[config.mk]
export PLATFORM = sky130hd
export DESIGN_NAME = tick_event_task_scheduler_flat
export DESIGN_NICKNAME = d
export VERILOG_FILES = /design/src/rtl/core/tets_pkg.sv /design/src/rtl/core/tets_in_if.sv /design/src/rtl/core/tets_out_if.sv /design/src/rtl/core/tets_eval.sv /design/src/rtl/core/tick_event_task_scheduler.sv /design/src/flat_wrapper.sv
export SDC_FILE = /design/constraint.sdc
export NUM_CORES = 1
export LEC_CHECK = 0
export CORE_ASPECT_RATIO = 0.8
export CORE_UTILIZATION = 55
export DETAILED_ROUTE_END_ITERATION = 8
export DONT_BUFFER_PORTS = 1
export GPL_TIMING_DRIVEN = 0
export HOLD_SLACK_MARGIN = 0.12
export MAX_ROUTING_LAYER = met4
export PLACE_DENSITY = 0.7
export SETUP_SLACK_MARGIN = 0.02
export SLEW_MARGIN = 30
export SYNTH_ARGS = -nofsm -noshare
export SYNTH_HDL_FRONTEND = slang
export SYNTH_SLANG_ARGS = --single-unit
[constraint.sdc]
create_clock -name clk_i -period 5.6 [get_ports clk_i]
set_input_delay 0 -clock clk_i [delete_from_list [all_inputs] [get_ports clk_i]]
set_output_delay 0 -clock clk_i [all_outputs]
set_load 0.01 [all_outputs]
[src/rtl/core/tets_pkg.sv]
// Shared types and constants of the tick-driven task scheduler.
// Used by the channel interfaces, the event evaluator and the top level.
`default_nettype none

package tets_pkg;

  // Fixed widths of the item fields
  localparam int unsigned TASK_IDX_W   = 3;
  localparam int unsigned PRIO_W       = 2;
  localparam int unsigned REL_TIME_W   = 8;
  localparam int unsigned DELAY_W      = 8;
  localparam int unsigned MASK_W       = 8;
  localparam int unsigned OUT_TASK_W   = 4;

  // Event bits that can be posted to a task
  localparam int unsigned EV_W     = 2;
  localparam int unsigned EV_ABS   = 0;
  localparam int unsigned EV_DELAY = 1;

  // Item modes
  localparam logic MODE_TICK = 1'b0;
  localparam logic MODE_LOAD = 1'b1;

  // Parameter defaults
  localparam int unsigned NUM_TASKS_DEF       = 8;
  localparam int unsigned NUM_CLASSES_DEF     = 4;
  localparam int unsigned TASKS_PER_CLASS_DEF = 8;
  localparam int unsigned TIME_BITS_DEF       = 8;

  // Per-task wait record
  typedef struct packed {
    logic [PRIO_W-1:0]     prio;
    logic [REL_TIME_W-1:0] rel_time;
    logic [DELAY_W-1:0]    delay;
    logic [EV_W-1:0]       posted;
    logic [MASK_W-1:0]     mask;
    logic                  wait_any;
  } tets_rec_t;

  // Record contents of a task that was never loaded
  localparam tets_rec_t REC_RESET = '{
    prio:     '0,
    rel_time: '0,
    delay:    '0,
    posted:   '0,
    mask:     MASK_W'(1),
    wait_any: 1'b1
  };

endpackage

`default_nettype wire

[src/rtl/core/tets_in_if.sv]
// Input channel of the task scheduler: valid/ready handshake plus one item.
// Depends on tets_pkg for the field widths.
`default_nettype none

interface tets_in_if
  import tets_pkg::*;
();
  logic                  valid;
  logic                  ready;
  logic                  mode;
  logic [TASK_IDX_W-1:0] task_index;
  logic [PRIO_W-1:0]     priority_class;
  logic [REL_TIME_W-1:0] release_time;
  logic [DELAY_W-1:0]    delay_ticks;
  logic [MASK_W-1:0]     wait_mask;
  logic                  wait_any;

  modport source (
    output valid, mode, task_index, priority_class, release_time, delay_ticks,
           wait_mask, wait_any,
    input  ready
  );

  modport sink (
    input  valid, mode, task_index, priority_class, release_time, delay_ticks,
           wait_mask, wait_any,
    output ready
  );
endinterface

`default_nettype wire

[src/rtl/core/tets_out_if.sv]
// Result channel of the task scheduler: valid/ready handshake plus one item.
// Depends on tets_pkg for the field widths.
`default_nettype none

interface tets_out_if
  import tets_pkg::*;
();
  logic                  valid;
  logic                  ready;
  logic                  switch_needed;
  logic [OUT_TASK_W-1:0] running_task;
  logic [OUT_TASK_W-1:0] left_task;

  modport source (
    output valid, switch_needed, running_task, left_task,
    input  ready
  );

  modport sink (
    input  valid, switch_needed, running_task, left_task,
    output ready
  );
endinterface

`default_nettype wire

[src/rtl/core/tets_eval.sv]
// Tick evaluation of one task wait record: posts timer and delay events,
// counts the delay down and decides whether the task is released. Uses tets_pkg.
`default_nettype none

module tets_eval
  import tets_pkg::*;
#(
  parameter int unsigned TIME_BITS = TIME_BITS_DEF
) (
  input  logic [TIME_BITS-1:0] tick_time_i,
  input  tets_rec_t            rec_i,
  output tets_rec_t            rec_o,
  output logic                 ready_o
);

  logic [EV_W-1:0] hits;

  always_comb begin
    rec_o = rec_i;
    // post the absolute timer event on a time match
    if (tick_time_i == TIME_BITS'(rec_i.rel_time)) begin
      rec_o.posted[EV_ABS] = 1'b1;
    end
    // count the delay down, post when it reaches zero
    if (rec_i.delay != '0) begin
      rec_o.delay = rec_i.delay - 1'b1;
      if (rec_i.delay == DELAY_W'(1)) begin
        rec_o.posted[EV_DELAY] = 1'b1;
      end
    end
    // any-of or all-of release against the mask
    hits = rec_o.posted & rec_i.mask[EV_W-1:0];
    if (rec_i.wait_any) begin
      ready_o = (hits != '0);
    end else begin
      ready_o = (rec_i.mask[MASK_W-1:EV_W] == '0) && (hits == rec_i.mask[EV_W-1:0]);
    end
  end

endmodule

`default_nettype wire

[src/rtl/core/tick_event_task_scheduler.sv]
// Tick-driven fixed-priority task scheduler, top level.
// Depends on tets_pkg, tets_in_if, tets_out_if and tets_eval.
//
// Usage:
//   in_i carries items. mode 0 is a timer tick: the time counter advances and
//   every suspended task is checked for its events. mode 1 loads the wait
//   record of task_index, pulls the task off its due list and suspends it.
//   out_o returns exactly one item per input item: the switch flag, the task
//   now running (NUM_TASKS is the idle task) and the task left behind.
//   Task records sit in a memory of NUM_TASKS entries, the due lists in a
//   memory of NUM_CLASSES x 2**SLOT_W slots; both have a registered read.
// Sequencing:
//   A tick reads the record of each suspended task and writes it back, then
//   picks the running task when a task became due. A load searches the due
//   list of the task, if it is due, slot by slot, moves each entry behind it
//   down one slot, stores the record and picks the running task.
//   One item is in work at a time; the next one is accepted as soon as the
//   result is in the output register, which holds it while out_o stalls.
// Reset:
//   All tasks are suspended in index order with an absolute timer wait at time
//   zero, the time counter is all ones and the idle task runs.
`default_nettype none

module tick_event_task_scheduler
  import tets_pkg::*;
#(
  parameter int unsigned NUM_TASKS       = NUM_TASKS_DEF,
  parameter int unsigned NUM_CLASSES     = NUM_CLASSES_DEF,
  parameter int unsigned TASKS_PER_CLASS = TASKS_PER_CLASS_DEF,
  parameter int unsigned TIME_BITS       = TIME_BITS_DEF
) (
  input  wire logic   clk_i,
  input  wire logic   rst_ni,
  tets_in_if.sink     in_i,
  tets_out_if.source  out_o
);

  localparam int unsigned TASK_W   = (NUM_TASKS > 1) ? $clog2(NUM_TASKS) : 1;
  localparam int unsigned ID_W     = $clog2(NUM_TASKS + 1);
  localparam int unsigned CLS_W    = (NUM_CLASSES > 1) ? $clog2(NUM_CLASSES) : 1;
  localparam int unsigned SLOT_W   = (TASKS_PER_CLASS > 1) ? $clog2(TASKS_PER_CLASS) : 1;
  localparam int unsigned DCNT_W   = $clog2(TASKS_PER_CLASS + 1);
  localparam int unsigned DUE_AW   = CLS_W + SLOT_W;
  localparam int unsigned DUE_DEPTH = NUM_CLASSES * (2 ** SLOT_W);
  localparam logic [ID_W-1:0]   IDLE_ID  = ID_W'(NUM_TASKS);
  localparam logic [DCNT_W-1:0] CLS_FULL = DCNT_W'(TASKS_PER_CLASS);

  typedef enum logic [3:0] {
    S_IDLE,
    S_WALK_RD,
    S_WALK_EV,
    S_PICK,
    S_PICK_WAIT,
    S_SRCH_RD,
    S_SRCH_CMP,
    S_SHIFT_RD,
    S_SHIFT_WR,
    S_LOAD,
    S_FIN
  } state_e;

  state_e state_q;

  // Control and list state
  logic [TIME_BITS-1:0] tick_q;
  logic [TASK_W-1:0]    susp_q     [NUM_TASKS];
  logic [ID_W-1:0]      scnt_q;
  logic [NUM_TASKS-1:0] susp_bit_q;
  logic [NUM_TASKS-1:0] in_due_q;
  logic [CLS_W-1:0]     due_cls_q  [NUM_TASKS];
  logic [DCNT_W-1:0]    due_cnt_q  [NUM_CLASSES];
  logic [NUM_TASKS-1:0] rec_vld_q;
  logic [ID_W-1:0]      active_q;
  logic [ID_W-1:0]      prev_q;
  logic                 sw_q;
  logic                 became_q;
  logic [ID_W-1:0]      walk_idx_q;
  logic [DCNT_W-1:0]    slot_q;
  logic [CLS_W-1:0]     srch_cls_q;
  logic [TASK_W-1:0]    cur_t_q;
  tets_rec_t            cur_rec_q;

  // Output register
  logic                  out_vld_q;
  logic                  out_sw_q;
  logic [OUT_TASK_W-1:0] out_run_q;
  logic [OUT_TASK_W-1:0] out_left_q;

  // Memories and their ports
  tets_rec_t         rec_mem [NUM_TASKS];
  tets_rec_t         rec_rdata_q;
  logic              rec_rvld_q;
  logic [TASK_W-1:0] rec_raddr;
  logic              rec_we;
  logic [TASK_W-1:0] rec_waddr;
  tets_rec_t         rec_wdata;
  tets_rec_t         rec_eff;

  logic [TASK_W-1:0] due_mem [DUE_DEPTH];
  logic [TASK_W-1:0] due_rdata_q;
  logic [DUE_AW-1:0] due_raddr;
  logic              due_we;
  logic [DUE_AW-1:0] due_waddr;
  logic [TASK_W-1:0] due_wdata;

  // Evaluation and selection
  tets_rec_t         ev_rec;
  logic              ev_ready;
  logic [CLS_W-1:0]  ev_cls;
  logic              ev_take;
  logic              pick_found;
  logic [CLS_W-1:0]  pick_cls;
  logic [DCNT_W-1:0] slot_nxt;
  logic [DCNT_W-1:0] srch_cnt;
  logic              in_fire;
  logic              out_fire;
  logic [TASK_W-1:0] in_t;
  logic [PRIO_W-1:0] in_prio;

  assign in_i.ready = (state_q == S_IDLE);
  assign in_fire    = in_i.valid && in_i.ready;
  assign out_fire   = out_o.valid && out_o.ready;

  assign out_o.valid         = out_vld_q;
  assign out_o.switch_needed = out_sw_q;
  assign out_o.running_task  = out_run_q;
  assign out_o.left_task     = out_left_q;

  assign in_t    = TASK_W'(in_i.task_index);
  assign in_prio = (32'(in_i.priority_class) >= NUM_CLASSES) ?
                   PRIO_W'(NUM_CLASSES - 1) : in_i.priority_class;

  // Task record read; a never-loaded entry reads as the reset record
  assign rec_eff = rec_rvld_q ? rec_rdata_q : REC_RESET;

  tets_eval #(
    .TIME_BITS (TIME_BITS)
  ) u_eval (
    .tick_time_i (tick_q),
    .rec_i       (rec_eff),
    .rec_o       (ev_rec),
    .ready_o     (ev_ready)
  );

  assign ev_cls   = CLS_W'(rec_eff.prio);
  assign ev_take  = ev_ready && (due_cnt_q[ev_cls] < CLS_FULL);
  assign slot_nxt = slot_q + 1'b1;
  assign srch_cnt = due_cnt_q[srch_cls_q];

  // Find the highest non-empty class
  always_comb begin
    pick_found = 1'b0;
    pick_cls   = '0;
    for (int c = 0; c < NUM_CLASSES; c++) begin
      if (due_cnt_q[c] != '0) begin
        pick_found = 1'b1;
        pick_cls   = CLS_W'(c);
      end
    end
  end

  // Drive the memory ports from the sequencer state
  always_comb begin
    rec_raddr = susp_q[walk_idx_q[TASK_W-1:0]];
    rec_we    = 1'b0;
    rec_waddr = cur_t_q;
    rec_wdata = ev_rec;
    due_raddr = {srch_cls_q, slot_q[SLOT_W-1:0]};
    due_we    = 1'b0;
    due_waddr = {srch_cls_q, slot_q[SLOT_W-1:0]};
    due_wdata = due_rdata_q;
    case (state_q)
      S_WALK_EV: begin
        rec_we = 1'b1;
        if (ev_take) begin
          due_we    = 1'b1;
          due_waddr = {ev_cls, due_cnt_q[ev_cls][SLOT_W-1:0]};
          due_wdata = cur_t_q;
        end
      end
      S_LOAD: begin
        rec_we    = 1'b1;
        rec_wdata = cur_rec_q;
      end
      S_PICK: begin
        due_raddr = {pick_cls, {SLOT_W{1'b0}}};
      end
      S_SHIFT_RD: begin
        due_raddr = {srch_cls_q, slot_nxt[SLOT_W-1:0]};
      end
      S_SHIFT_WR: begin
        due_we = 1'b1;
      end
      default: ;
    endcase
  end

  // Task record memory
  always_ff @(posedge clk_i) begin
    if (rec_we) begin
      rec_mem[rec_waddr] <= rec_wdata;
    end
    rec_rdata_q <= rec_mem[rec_raddr];
    rec_rvld_q  <= rec_vld_q[rec_raddr];
  end

  // Due list memory
  always_ff @(posedge clk_i) begin
    if (due_we) begin
      due_mem[due_waddr] <= due_wdata;
    end
    due_rdata_q <= due_mem[due_raddr];
  end

  // Sequencer, list bookkeeping and output register
  always_ff @(posedge clk_i or negedge rst_ni) begin
    if (!rst_ni) begin
      state_q    <= S_IDLE;
      tick_q     <= '1;
      scnt_q     <= ID_W'(NUM_TASKS);
      susp_bit_q <= '1;
      in_due_q   <= '0;
      rec_vld_q  <= '0;
      active_q   <= IDLE_ID;
      prev_q     <= IDLE_ID;
      sw_q       <= 1'b0;
      became_q   <= 1'b0;
      walk_idx_q <= '0;
      slot_q     <= '0;
      srch_cls_q <= '0;
      cur_t_q    <= '0;
      cur_rec_q  <= REC_RESET;
      out_vld_q  <= 1'b0;
      out_sw_q   <= 1'b0;
      out_run_q  <= '0;
      out_left_q <= '0;
      for (int k = 0; k < NUM_TASKS; k++) begin
        susp_q[k]    <= TASK_W'(k);
        due_cls_q[k] <= '0;
      end
      for (int c = 0; c < NUM_CLASSES; c++) begin
        due_cnt_q[c] <= '0;
      end
    end else begin
      if (rec_we) begin
        rec_vld_q[rec_waddr] <= 1'b1;
      end
      if (out_fire) begin
        out_vld_q <= 1'b0;
      end
      case (state_q)
        // accept an item and dispatch on its mode
        S_IDLE: begin
          if (in_fire) begin
            cur_t_q   <= in_t;
            cur_rec_q <= '{
              prio:     in_prio,
              rel_time: in_i.release_time,
              delay:    in_i.delay_ticks,
              posted:   '0,
              mask:     in_i.wait_mask,
              wait_any: in_i.wait_any
            };
            if (in_i.mode == MODE_TICK) begin
              tick_q     <= tick_q + 1'b1;
              walk_idx_q <= '0;
              became_q   <= 1'b0;
              state_q    <= S_WALK_RD;
            end else if (32'(in_i.task_index) < NUM_TASKS) begin
              if (in_due_q[in_t]) begin
                srch_cls_q <= due_cls_q[in_t];
                slot_q     <= '0;
                state_q    <= S_SRCH_RD;
              end else begin
                state_q <= S_LOAD;
              end
            end else begin
              sw_q    <= 1'b0;
              state_q <= S_FIN;
            end
          end
        end
        // read the record of the next suspended task
        S_WALK_RD: begin
          if (walk_idx_q < scnt_q) begin
            cur_t_q <= susp_q[walk_idx_q[TASK_W-1:0]];
            state_q <= S_WALK_EV;
          end else if (became_q) begin
            state_q <= S_PICK;
          end else begin
            sw_q    <= 1'b0;
            state_q <= S_FIN;
          end
        end
        // write back events; move a released task to its due list
        S_WALK_EV: begin
          if (ev_take) begin
            due_cnt_q[ev_cls]   <= due_cnt_q[ev_cls] + 1'b1;
            scnt_q              <= scnt_q - 1'b1;
            susp_bit_q[cur_t_q] <= 1'b0;
            in_due_q[cur_t_q]   <= 1'b1;
            due_cls_q[cur_t_q]  <= ev_cls;
            became_q            <= 1'b1;
            for (int u = 0; u < NUM_TASKS - 1; u++) begin
              if (ID_W'(u) >= walk_idx_q) begin
                susp_q[u] <= susp_q[u + 1];
              end
            end
          end else begin
            walk_idx_q <= walk_idx_q + 1'b1;
          end
          state_q <= S_WALK_RD;
        end
        // select the head of the highest non-empty class
        S_PICK: begin
          prev_q <= active_q;
          if (pick_found) begin
            state_q <= S_PICK_WAIT;
          end else begin
            active_q <= IDLE_ID;
            sw_q     <= (active_q != IDLE_ID);
            state_q  <= S_FIN;
          end
        end
        S_PICK_WAIT: begin
          active_q <= ID_W'(due_rdata_q);
          sw_q     <= (ID_W'(due_rdata_q) != active_q);
          state_q  <= S_FIN;
        end
        // search the due list for the task being reloaded
        S_SRCH_RD: begin
          state_q <= S_SRCH_CMP;
        end
        S_SRCH_CMP: begin
          if (due_rdata_q == cur_t_q) begin
            due_cnt_q[srch_cls_q] <= srch_cnt - 1'b1;
            state_q               <= S_SHIFT_RD;
          end else if (slot_nxt >= srch_cnt) begin
            state_q <= S_LOAD;
          end else begin
            slot_q  <= slot_nxt;
            state_q <= S_SRCH_RD;
          end
        end
        // close the gap: move each later entry down one slot
        S_SHIFT_RD: begin
          if (slot_q < srch_cnt) begin
            state_q <= S_SHIFT_WR;
          end else begin
            state_q <= S_LOAD;
          end
        end
        S_SHIFT_WR: begin
          slot_q  <= slot_nxt;
          state_q <= S_SHIFT_RD;
        end
        // store the new record and suspend the task
        S_LOAD: begin
          in_due_q[cur_t_q] <= 1'b0;
          if (!susp_bit_q[cur_t_q] && (scnt_q < ID_W'(NUM_TASKS))) begin
            susp_q[scnt_q[TASK_W-1:0]] <= cur_t_q;
            scnt_q                     <= scnt_q + 1'b1;
            susp_bit_q[cur_t_q]        <= 1'b1;
          end
          state_q <= S_PICK;
        end
        // hand the result to the output register once it is free
        S_FIN: begin
          if (!out_vld_q || out_o.ready) begin
            out_vld_q  <= 1'b1;
            out_sw_q   <= sw_q;
            out_run_q  <= OUT_TASK_W'(active_q);
            out_left_q <= OUT_TASK_W'(prev_q);
            state_q    <= S_IDLE;
          end
        end
        default: begin
          state_q <= S_IDLE;
        end
      endcase
    end
  end

  // The suspended count never exceeds the number of tasks
  a_scnt_range: assert property (@(posedge clk_i) disable iff (!rst_ni)
    scnt_q <= ID_W'(NUM_TASKS))
    else $error("suspended count out of range");

  // Membership bits agree with the suspended count
  a_scnt_bits: assert property (@(posedge clk_i) disable iff (!rst_ni)
    $countones(susp_bit_q) == int'(scnt_q))
    else $error("suspended membership and count disagree");

  // A task is never suspended and due at the same time
  a_disjoint: assert property (@(posedge clk_i) disable iff (!rst_ni)
    (susp_bit_q & in_due_q) == '0)
    else $error("task both suspended and due");

  // A new result only ever comes from the finishing state
  a_out_src: assert property (@(posedge clk_i) disable iff (!rst_ni)
    $rose(out_vld_q) |-> $past(state_q == S_FIN))
    else $error("result posted outside the finishing state");

endmodule

`default_nettype wire

[src/flat_wrapper.sv]
// flat-port wrapper written by rule: the top's interface ports become plain ports
module tick_event_task_scheduler_flat import tets_pkg::*;
#(
  parameter int unsigned NUM_TASKS       = NUM_TASKS_DEF,
  parameter int unsigned NUM_CLASSES     = NUM_CLASSES_DEF,
  parameter int unsigned TASKS_PER_CLASS = TASKS_PER_CLASS_DEF,
  parameter int unsigned TIME_BITS       = TIME_BITS_DEF
)
  (clk_i, rst_ni, in_i_valid, in_i_mode, in_i_task_index, in_i_priority_class, in_i_release_time, in_i_delay_ticks, in_i_wait_mask, in_i_wait_any, in_i_ready, out_o_valid, out_o_switch_needed, out_o_running_task, out_o_left_task, out_o_ready);
  tets_in_if in_i_i ();
  tets_out_if out_o_i ();
  input  wire logic clk_i;
  input  wire logic rst_ni;
  input wire logic [$bits(in_i_i.valid)-1:0] in_i_valid;
  input wire logic [$bits(in_i_i.mode)-1:0] in_i_mode;
  input wire logic [$bits(in_i_i.task_index)-1:0] in_i_task_index;
  input wire logic [$bits(in_i_i.priority_class)-1:0] in_i_priority_class;
  input wire logic [$bits(in_i_i.release_time)-1:0] in_i_release_time;
  input wire logic [$bits(in_i_i.delay_ticks)-1:0] in_i_delay_ticks;
  input wire logic [$bits(in_i_i.wait_mask)-1:0] in_i_wait_mask;
  input wire logic [$bits(in_i_i.wait_any)-1:0] in_i_wait_any;
  output wire logic [$bits(in_i_i.ready)-1:0] in_i_ready;
  output wire logic [$bits(out_o_i.valid)-1:0] out_o_valid;
  output wire logic [$bits(out_o_i.switch_needed)-1:0] out_o_switch_needed;
  output wire logic [$bits(out_o_i.running_task)-1:0] out_o_running_task;
  output wire logic [$bits(out_o_i.left_task)-1:0] out_o_left_task;
  input wire logic [$bits(out_o_i.ready)-1:0] out_o_ready;
  assign in_i_i.valid = in_i_valid;
  assign in_i_i.mode = in_i_mode;
  assign in_i_i.task_index = in_i_task_index;
  assign in_i_i.priority_class = in_i_priority_class;
  assign in_i_i.release_time = in_i_release_time;
  assign in_i_i.delay_ticks = in_i_delay_ticks;
  assign in_i_i.wait_mask = in_i_wait_mask;
  assign in_i_i.wait_any = in_i_wait_any;
  assign in_i_ready = in_i_i.ready;
  assign out_o_valid = out_o_i.valid;
  assign out_o_switch_needed = out_o_i.switch_needed;
  assign out_o_running_task = out_o_i.running_task;
  assign out_o_left_task = out_o_i.left_task;
  assign out_o_i.ready = out_o_ready;
  tick_event_task_scheduler #(.NUM_TASKS(NUM_TASKS), .NUM_CLASSES(NUM_CLASSES), .TASKS_PER_CLASS(TASKS_PER_CLASS), .TIME_BITS(TIME_BITS)) u_core (.clk_i(clk_i), .rst_ni(rst_ni), .in_i(in_i_i), .out_o(out_o_i));
endmodule
==> metrics.csv <==
metric,value,unit
status,"complete, no violations",
num_rows,66,
ios,46,
dp_slack,-0.225,ns
synth_cell_types,83,
cts_setup_buffers,0,
grt_pass1_wl,95000,um
crit_required,5.83,ns
power.density,628,mW/mm^2
antenna_found_initial,1,
clock_skew,0.0194,ns
grt_max_degree,157,
first_global_vias,16000,
fin_area,0.0265,mm^2
cap_violations,0,
cts_root_buffer,clkbuf_16,
numPortBuffers,0,
clock_latency,0.61,ns
cts_sinks,517,
clk_pin_slew_worst_paths,0.06,ns
power.leakage,9.99,nW
setup_slack,0.156,ns
fill_cells,3029,
routedWlPerCell,23.6,um
syn_area_per_cell,11.9,um^2
core,0.0410,mm^2
rsz0062_at_grt,false,
syn_nets,1998,
ys_async_sr_fraction,30.2,%
start_util,56.3,%
crit_fanout,10,
drt_first_pass_iters,6,
worst_setup_path_end_kind,flip-flop,
period_share,97.2,%
drc,0,
drt_wl_total,62500,um
fin_util,64.5,%
cts_made_buffers,52,
die_h,185,um
cp-start-kind,flip-flop,
setup_viol,0,
arrival,5.68,ns
clockBufferDepth,3,
area.growth.synth_to_final,14.5,%
crit_type,flip-flop to flip-flop,
die_area,0.0429,mm^2
yosys_warnings,0,
hpwl,41800,um
synth_area,0.0231,mm^2
worstHoldPathType,primary input to asynchronous set/reset pin,
gp_congestion,0.946,
h-tree-depth,2,
power,16.6,mW
synth-seq-cells,517,
yosys_most_used_dff,edfxtp_1,
maxSlewViolCount,0,
vias_per_cell,6.25,
synth_seq_area_share,62.5,%
syn_inst,1940,
min_period,5.44,ns
final_layout_size_suffix_gt1_share,13.5,%
via_count,16600,
grt-ovfl-total,0,
tightestPinTransition,1.06,ns
die_x,231,um
hold_viol_final,0,
synth_edf_count,328,
slew_headroom,29.3,%
fmax,184,MHz
drtIter0Drc,2304,
ir_drop,0.000390,V
tritoncts,built,
finalNetCount,2120,
ant_nets,0,
gr-usage-all-layers,30.6,%
placed_area,0.0240,mm^2
## layer usage
layer	share of wire (%)	routed length [um]	GRT usage (%)	up-vias
met5	0	0	-	-
met4	2.5	1540	9.35	0
met3	11	7010	5.54	114
met2	43	27100	43.9	947
met1	43	26800	44.5	8137
li1	-	-	-	7385
## registers in the layout, indices dropped and copies added (netlist names), 2 cells and up, named ones only
name	count
u_core.rec_rdata_q	29
u_core.walk_idx_q	4
u_core.state_q	4
u_core.out_o.running_task	4
u_core.due_cnt_q	16
u_core.scnt_q	4
u_core.due_rdata_q	3
u_core.rec_mem	232
u_core.srch_cls_q	2
u_core.susp_q	24
u_core.rec_vld_q	8
u_core.cur_t_q	3
u_core.out_o.left_task	4
u_core.slot_q	4
u_core.active_q	4
u_core.due_cls_q	16
u_core.prev_q	4
u_core.due_mem	96
u_core.tick_q	8
u_core.cur_rec_q	27
## cells in the mapped netlist, drive strengths merged, types with 22 or more instances
library cell | n | area share (%)
o21ai | 118 | 2.6
mux4 | 40 | 3.9
nor2 | 61 | 1.1
nor3 | 22 | 0.48
ha | 22 | 1.2
mux2 | 64 | 3.1
a21oi | 45 | 1.0
dfxtp | 33 | 2.9
dfrtp | 123 | 13
clkbuf | 80 | 1.3
edfxtp | 328 | 43
mux2i | 30 | 1.3
dfstp | 33 | 3.8
nand2 | 389 | 6.3
inv | 37 | 0.60
o22ai | 46 | 1.3
buf | 34 | 0.71
nand3 | 185 | 4.1
## path summary, 6_finish.rpt
check	from	endpoint	slack, ns	cells past startpoint
max in group asynchronous	rst_ni	u_core.out_o.left_task[2]	4.79	2
setup reg to reg	u_core.rec_rvld_q	u_core.due_mem[18][0]	0.16	14
min in group clk_i	in_i_task_index[1]	u_core.cur_t_q[1]	0.17	4
hold reg to reg	u_core.rec_vld_q[7]	u_core.rec_vld_q[7]	0.47	1
setup / recovery	u_core.rec_rvld_q	u_core.due_mem[18][0]	0.16	14
hold / removal	rst_ni	u_core.cur_rec_q[26]	0.05	2
## critical path, cell delays in order, from the launching register on
cell	delay, ns
dfxtp_1	0.38
clkbuf_1	0.53
clkbuf_1	0.46
buf_1	0.48
nand2_1	0.19
inv_1	0.09
ha_1	0.14
o211a_1	0.17
a31oi_1	0.17
a311oi_2	0.70
and2_4	0.33
nand3_4	0.14
buf_2	0.26
buf_2	0.24
o32ai_1	0.75
## metrics by stage
stage / setup TNS, ns / std cells / hold slack, ns
final: 0 / 2652 / 0.0504
after global routing: 0 / 2651 / 0.144
after CTS: 0 / 2650 / 0.135
after detailed placement: -7.12 / 2491 / -0.290
after global placement: -61.73 / 2484 / -0.289
after floorplan: 0 / 1940 / -0.296
## cells in the final DEF (no fill, tap or decap), types with 11 or more instances in the layout
| master | Yosys | layout |
|---|---|---|
| a21o_1 | 15 | 15 |
| a21oi_1 | 42 | 42 |
| a22o_1 | 18 | 18 |
| buf_1 | 14 | 13 |
| buf_2 | 17 | 17 |
| clkbuf_1 | 80 | 93 |
| clkbuf_16 | 0 | 52 |
| dfrtp_1 | 123 | 123 |
| dfstp_2 | 33 | 33 |
| dfxtp_1 | 33 | 33 |
| dlygate4sd3_1 | 0 | 60 |
| edfxtp_1 | 328 | 328 |
| ha_1 | 22 | 22 |
| inv_1 | 36 | 33 |
| mux2_2 | 63 | 63 |
| mux2i_1 | 30 | 30 |
| mux4_2 | 40 | 40 |
| nand2_1 | 388 | 386 |
| nand2b_1 | 15 | 15 |
| nand3_1 | 183 | 183 |
| nor2_1 | 60 | 55 |
| nor2b_1 | 12 | 12 |
| nor3_1 | 22 | 22 |
| o21ai_0 | 116 | 113 |
| o22ai_1 | 44 | 44 |
| or3_1 | 11 | 11 |
| xnor2_1 | 14 | 14 |
| xor2_1 | 11 | 11 |
## where the power goes
part           internal, mW  switching [mW]  total, mW
Sequential             5.49           0.577       6.06
Clock                  2.12            1.51       3.63
Combinational          2.31            4.61       6.92
Total                  9.92            6.70       16.6
## repair_timing
item	CTS	global route
setup endpoints to repair	32	64
resized for setup	1	1
cloned	0	0
hold buffers	61	0
hold endpoints to repair	204	0
## area by class of cell
type                       instances  area, um^2  area share, %
multi-input combinational       1272        8120           30.7
timing repair buffer              68         821           3.10
antenna                            2        5.00         0.0189
buffer                           114         465           1.76
tap                              544         681           2.57
clock inverter                    28         355           1.34
inverter                          37         139          0.525
clock buffer                      70        1420           5.36
sequential                       517       14500           54.6
## cell families after synthesis
kind of cell / share of synthesized area (%)
compound gates: 9.35
xor+xnor: 0.947
fa+ha+maj: 1.28
buf+inv: 2.61
flops: 62.5
mux: 8.31
simple gates: 15.0
(Power assumes the default switching activity.)
